[config.mk]
export PLATFORM = sky130hd
export DESIGN_NAME = mfw_rank_sel
export DESIGN_NICKNAME = d
export VERILOG_FILES = /design/src/rtl/median_filter_window_defines.svh /design/src/rtl/mfw_pkg.sv /design/src/rtl/mfw_rank_sel.sv
export SDC_FILE = /design/constraint.sdc
export NUM_CORES = 1
export LEC_CHECK = 0
export ABC_AREA = 1
export BUFFER_PORTS_ARGS = -buffer_cell sky130_fd_sc_hd__clkbuf_2
export CAP_MARGIN = 0
export CORE_UTILIZATION = 60
export CTS_BUF_LIST = sky130_fd_sc_hd__clkbuf_2 sky130_fd_sc_hd__clkbuf_4 sky130_fd_sc_hd__clkbuf_8
export DETAILED_ROUTE_END_ITERATION = 10
export GPL_TIMING_DRIVEN = 0
export HOLD_SLACK_MARGIN = 0.1
export PLACE_DENSITY_LB_ADDON = 0.08
export SLEW_MARGIN = 0
export SYNTH_ARGS = -nofsm -noshare
export SYNTH_HDL_FRONTEND = slang
export SYNTH_SLANG_ARGS = --single-unit
[constraint.sdc]
create_clock -name clock -period 3.02 [get_ports clock]
set_clock_uncertainty 0.1 [all_clocks]
set_input_delay 0.151 -clock clock [delete_from_list [all_inputs] [get_ports clock]]
set_output_delay 0.151 -clock clock [all_outputs]
set_load 0.01 [all_outputs]
[src/rtl/median_filter_window_defines.svh]
// Assertion macros for the median filter window block.
`ifndef MEDIAN_FILTER_WINDOW_DEFINES_SVH
`define MEDIAN_FILTER_WINDOW_DEFINES_SVH
`ifndef SYNTHESIS
`define MFW_ASSERT_SAME(label, clk, rst, ante, cons) \
   label: assert property (@(posedge clk) disable iff (rst) (ante) |-> (cons)) \
      else $error("same-cycle check failed");
`define MFW_ASSERT_NEXT(label, clk, rst, ante, cons) \
   label: assert property (@(posedge clk) disable iff (rst) (ante) |=> (cons)) \
      else $error("next-cycle check failed");
`else
`define MFW_ASSERT_SAME(label, clk, rst, ante, cons)
`define MFW_ASSERT_NEXT(label, clk, rst, ante, cons)
`endif
`endif

[src/rtl/mfw_pkg.sv]
// Shared constants, types and state codes of the median filter window.
`default_nettype none
package mfw_pkg;
   localparam int MAX_WIDTH   = 1024;
   localparam int MAX_HEIGHT  = 4096;
   localparam int RADIUS      = 7;
   localparam int STORE_ROWS  = 2 * RADIUS + 1;
   localparam int COL_W       = $clog2(MAX_WIDTH);
   localparam int ROW_W       = $clog2(MAX_HEIGHT);
   localparam int SLOT_W      = $clog2(STORE_ROWS);
   localparam int ADDR_W      = SLOT_W + COL_W;
   localparam int STORE_DEPTH = STORE_ROWS * MAX_WIDTH;
   localparam int PIX_W       = 24;
   localparam int POS_W       = 23;
   localparam int WIDTH_W     = 11;
   localparam int HEIGHT_W    = 13;
   localparam int LAG_W       = 13;
   localparam int CSR_IDX_W   = 1;
   localparam int CSR_DATA_W  = 13;
   localparam int CNT_W       = 8;

   localparam logic [CSR_IDX_W-1:0] CSR_FRAME_WIDTH  = 1'b0;
   localparam logic [CSR_IDX_W-1:0] CSR_FRAME_HEIGHT = 1'b1;

   localparam logic [WIDTH_W-1:0]  WIDTH_RESET  = 11'd500;
   localparam logic [HEIGHT_W-1:0] HEIGHT_RESET = 13'd500;

   typedef enum logic [2:0] {
      ST_IDLE,
      ST_SIZE,
      ST_EVAL,
      ST_SCAN,
      ST_LAST,
      ST_DECIDE,
      ST_OUT
   } state_type;

   typedef struct packed {
      logic       init;
      logic       sample;
      logic       decide;
      logic [2:0] bit_idx;
   } sel_ctl_type;
endpackage
`default_nettype wire

[src/rtl/mfw_rank_sel.sv]
// Bit-serial selection of the two middle ranks of one channel's window.
`default_nettype none
module mfw_rank_sel import mfw_pkg::*; (
   input  wire logic              clock,
   input  wire sel_ctl_type       ctl,
   input  wire logic [7:0]        sample,
   input  wire logic [CNT_W-1:0]  k_lo,
   input  wire logic [CNT_W-1:0]  k_hi,
   output logic      [7:0]        median
);
   logic [CNT_W-1:0] k_ff      [2];
   logic [CNT_W-1:0] k_in      [2];
   logic [7:0]       prefix_ff [2];
   logic [7:0]       prefix_in [2];
   logic [CNT_W-1:0] count_ff  [2];
   logic [CNT_W-1:0] count_in  [2];
   logic [7:0]       hi_mask;
   logic [1:0]       hit;

   always_comb begin
      hi_mask = ~((8'd2 << ctl.bit_idx) - 8'd1);
      for (int i = 0; i < 2; i++) begin
         hit[i] = ((((sample ^ prefix_ff[i]) & hi_mask) == 8'd0) && !sample[ctl.bit_idx]);
         k_in[i]      = k_ff[i];
         prefix_in[i] = prefix_ff[i];
         count_in[i]  = count_ff[i];
         if (ctl.init) begin
            k_in[i]      = (i == 0) ? k_lo : k_hi;
            prefix_in[i] = 8'd0;
            count_in[i]  = '0;
         end else if (ctl.sample) begin
            if (hit[i]) begin
               count_in[i] = count_ff[i] + CNT_W'(1);
            end
         end else if (ctl.decide) begin
            if (count_ff[i] <= k_ff[i]) begin
               prefix_in[i][ctl.bit_idx] = 1'b1;
               k_in[i] = k_ff[i] - count_ff[i];
            end
            count_in[i] = '0;
         end
      end
   end

   always_ff @(posedge clock) begin
      k_ff      <= k_in;
      prefix_ff <= prefix_in;
      count_ff  <= count_in;
   end

   assign median = 8'((9'(prefix_ff[0]) + 9'(prefix_ff[1])) >> 1);
endmodule
`default_nettype wire

==> flow_summary.json <==
{
  "hp-class": "in2reg",
  "n_fill_cell": 513,
  "track_usage_pct": 29.6,
  "worst_slew_pin_slew_ps": 635,
  "syn_inst": 509,
  "grt_max_degree": 14,
  "cap_violations": 0,
  "grt_first_pass_wirelength_um": 14400,
  "drv_slew": 0,
  "critPathMaxFanout": 9,
  "cp-end-kind": "flop",
  "fp-row-count": 27,
  "vias_per_cell": 5.42,
  "max_slew_margin_pct": 57.2,
  "start_kind": "flop",
  "clock_latency_ps": 310,
  "ys.flop_type": "dfxtp_1",
  "ys_seq_elements": 48,
  "vias": 3457,
  "required_ps": 2890,
  "cts-root-buf": "clkbuf_8",
  "first_iter_violations": 255,
  "gp_congestion": 0.889,
  "holdWs_ps": 108,
  "wl_per_cell_um": 13.2,
  "ctsHtreeMaxLevel": 2,
  "drc": 0,
  "p_leak_uw": 0.00186,
  "power.total_uw": 1500,
  "cts_made_buffers": 5,
  "status": "finished, final reports clean",
  "areaGrowthSynthToFinish_pct": 14.1,
  "cp.arrival_ps": 2500,
  "maxUsedRoutingLayer": "met4",
  "cts_tree": "yes",
  "ys_warn_count": 0,
  "p_per_area_nw_per_um2": 374,
  "pre_cts_slack_ps": 429,
  "postCtsSetupRepairBufs": 0,
  "drt_first_pass_iters": 5,
  "synth_edf_count": 16,
  "clock_sinks": 48,
  "vdd_drop_max_uv": 304,
  "core_um2": 5570,
  "synth.avg_cell_area_um2": 6.92,
  "io_buffers": 35,
  "synthesis.nets": 568,
  "die_x_um": 78.6,
  "yosysUniqueCellTypes": 32,
  "final_hold_viol_count": 0,
  "clk_pin_slew_ps": 100,
  "io_pins": 39,
  "yosysSeqAreaShare_pct": 31.8,
  "grt-ovfl-total": 0,
  "diodes": 0,
  "floorplan.initialDensity_pct": 63.2,
  "async_flop_share_pct": 0,
  "antenna_found_initial": 0,
  "wl_met1_um": 4090,
  "setup_slack_ps": 388,
  "wirelength_um": 8400,
  "dieArea_um2": 6180,
  "setup_viol": 0,
  "wl_met2_um": 3810,
  "setup_tns_ps": 0,
  "min_period_over_period_pct": 87.1,
  "period_needed_ps": 2630,
  "syn-cell-area_um2": 3520,
  "dr_wl_met3_um": 394,
  "drive_gt1_share_pct": 11.3,
  "crit_type": "reg2reg",
  "die_y_um": 78.6,
  "clk_path_buf_depth": 2,
  "nNetsFinal": 625,
  "ant_nets": 0,
  "grt_pass1_vias": 3266,
  "max_freq_ghz": 0.380,
  "grt_setup_unrepaired": "false",
  "dp_hpwl_um": 6350
}
## layout make-up
type                       count  area (um2)  area share, %
timing repair buffer          50         325           8.09
clock inverter                 1        5.00          0.125
tap                           72        90.1           2.24
inverter                      77         292           7.25
clock buffer                   6        76.3           1.90
buffer                        12        61.3           1.53
sequential                    48        1120           27.9
multi-input combinational    372        2050           51.0
## critical path: stages, from the launching register on
cell      delay [ps]
edfxtp_1         330
inv_1             40
ha_1             210
fa_1             400
o21ai_0          330
nand2_1          110
nand4_1          370
nand2_1           90
nand2_1          320
## synth_stat cells (3+ instances only)
cell      number  share of area [%]
nand3_1       48                6.8
nor2_4         3               0.96
clkbuf_1       8               0.85
nor2_1        26                2.8
or2_2          3               0.53
nand2_1      129                 14
nand4_1       11                2.0
dfxtp_1       32                 18
nor3_1        10                1.4
nand2_2        3               0.53
xor2_1        14                3.5
inv_1         73                7.8
o21ai_0       29                4.1
fa_1           3                1.7
ha_1          25                8.9
a21oi_1       51                7.2
nor2_2         3               0.53
o21bai_1       4               0.85
edfxtp_1      16                 14
## stage by stage
step | cells | area (um2) | utilization [%]
2_1_floorplan | 509 | 3520 | -
3_3_place_gp | 616 | 3790 | 67.9
3_5_place_dp | 616 | 3790 | 67.9
4_1_cts | 638 | 4020 | 72.1
5_1_grt | 638 | 4020 | 72.1
6_report | 638 | 4020 | 72.1
## cells in the final DEF, fill, tap and decap left out, types with 2 or more instances in the layout
cell type,Yosys,routed
nand2_1,129,129
inv_1,73,73
a21oi_1,51,51
nand3_1,48,48
clkbuf_2,0,35
dfxtp_1,32,32
o21ai_0,29,29
nor2_1,26,26
ha_1,25,25
edfxtp_1,16,16
dlygate4sd3_1,0,15
xor2_1,14,14
nand4_1,11,11
nor3_1,10,10
clkbuf_1,8,8
clkbuf_8,0,5
o21bai_1,4,4
or2_2,3,3
nor2_4,3,3
nor2_2,3,3
nand2_2,3,3
fa_1,3,3
a31oi_1,2,2
buf_4,2,2
inv_2,2,2
nand2_4,2,2
nor3b_1,2,2
## where the power goes
part / leakage, uW / switching, uW / internal [uW]
clock network: 0.0000445 / 217 / 167
logic: 0.00140 / 249 / 144
registers: 0.000419 / 15.2 / 711
## cells by family (layout without fill, tap and decap cells)
group	after synthesis	after routing	share of synthesized area [%]
compound gates	87	87	12.8
xor+xnor	15	15	3.73
fa+ha+maj	28	28	10.6
buf+inv	89	146	10.0
flops	48	48	31.8
simple gates	242	242	31.0
## registers in the layout, summed over array words and instances (netlist names)
register   flops
count_ff      16
k_ff          16
prefix_ff     16
## path summary, 6_finish.rpt
check | from | endpoint | slack [ps] | depth (start not counted)
hold reg to reg | prefix_ff[0] | prefix_ff[0] | 360 | 2
setup / recovery | k_ff[8] | k_ff[12] | 390 | 8
setup reg to reg | k_ff[8] | k_ff[12] | 390 | 8
hold / removal | k_hi[2] | k_ff[2] | 110 | 3
## layer usage
layer	vias up	global-route usage, %
met5	-	0
met4	0	8.70
met3	12	4.42
met2	86	47.1
met1	1571	41.3
li1	1788	-
## what timing repair did
item	CTS	global route
hold endpoints to repair	15	0
hold buffers	15	0
gates resized for setup	0	0
Power figures use the tool's default switching activity.
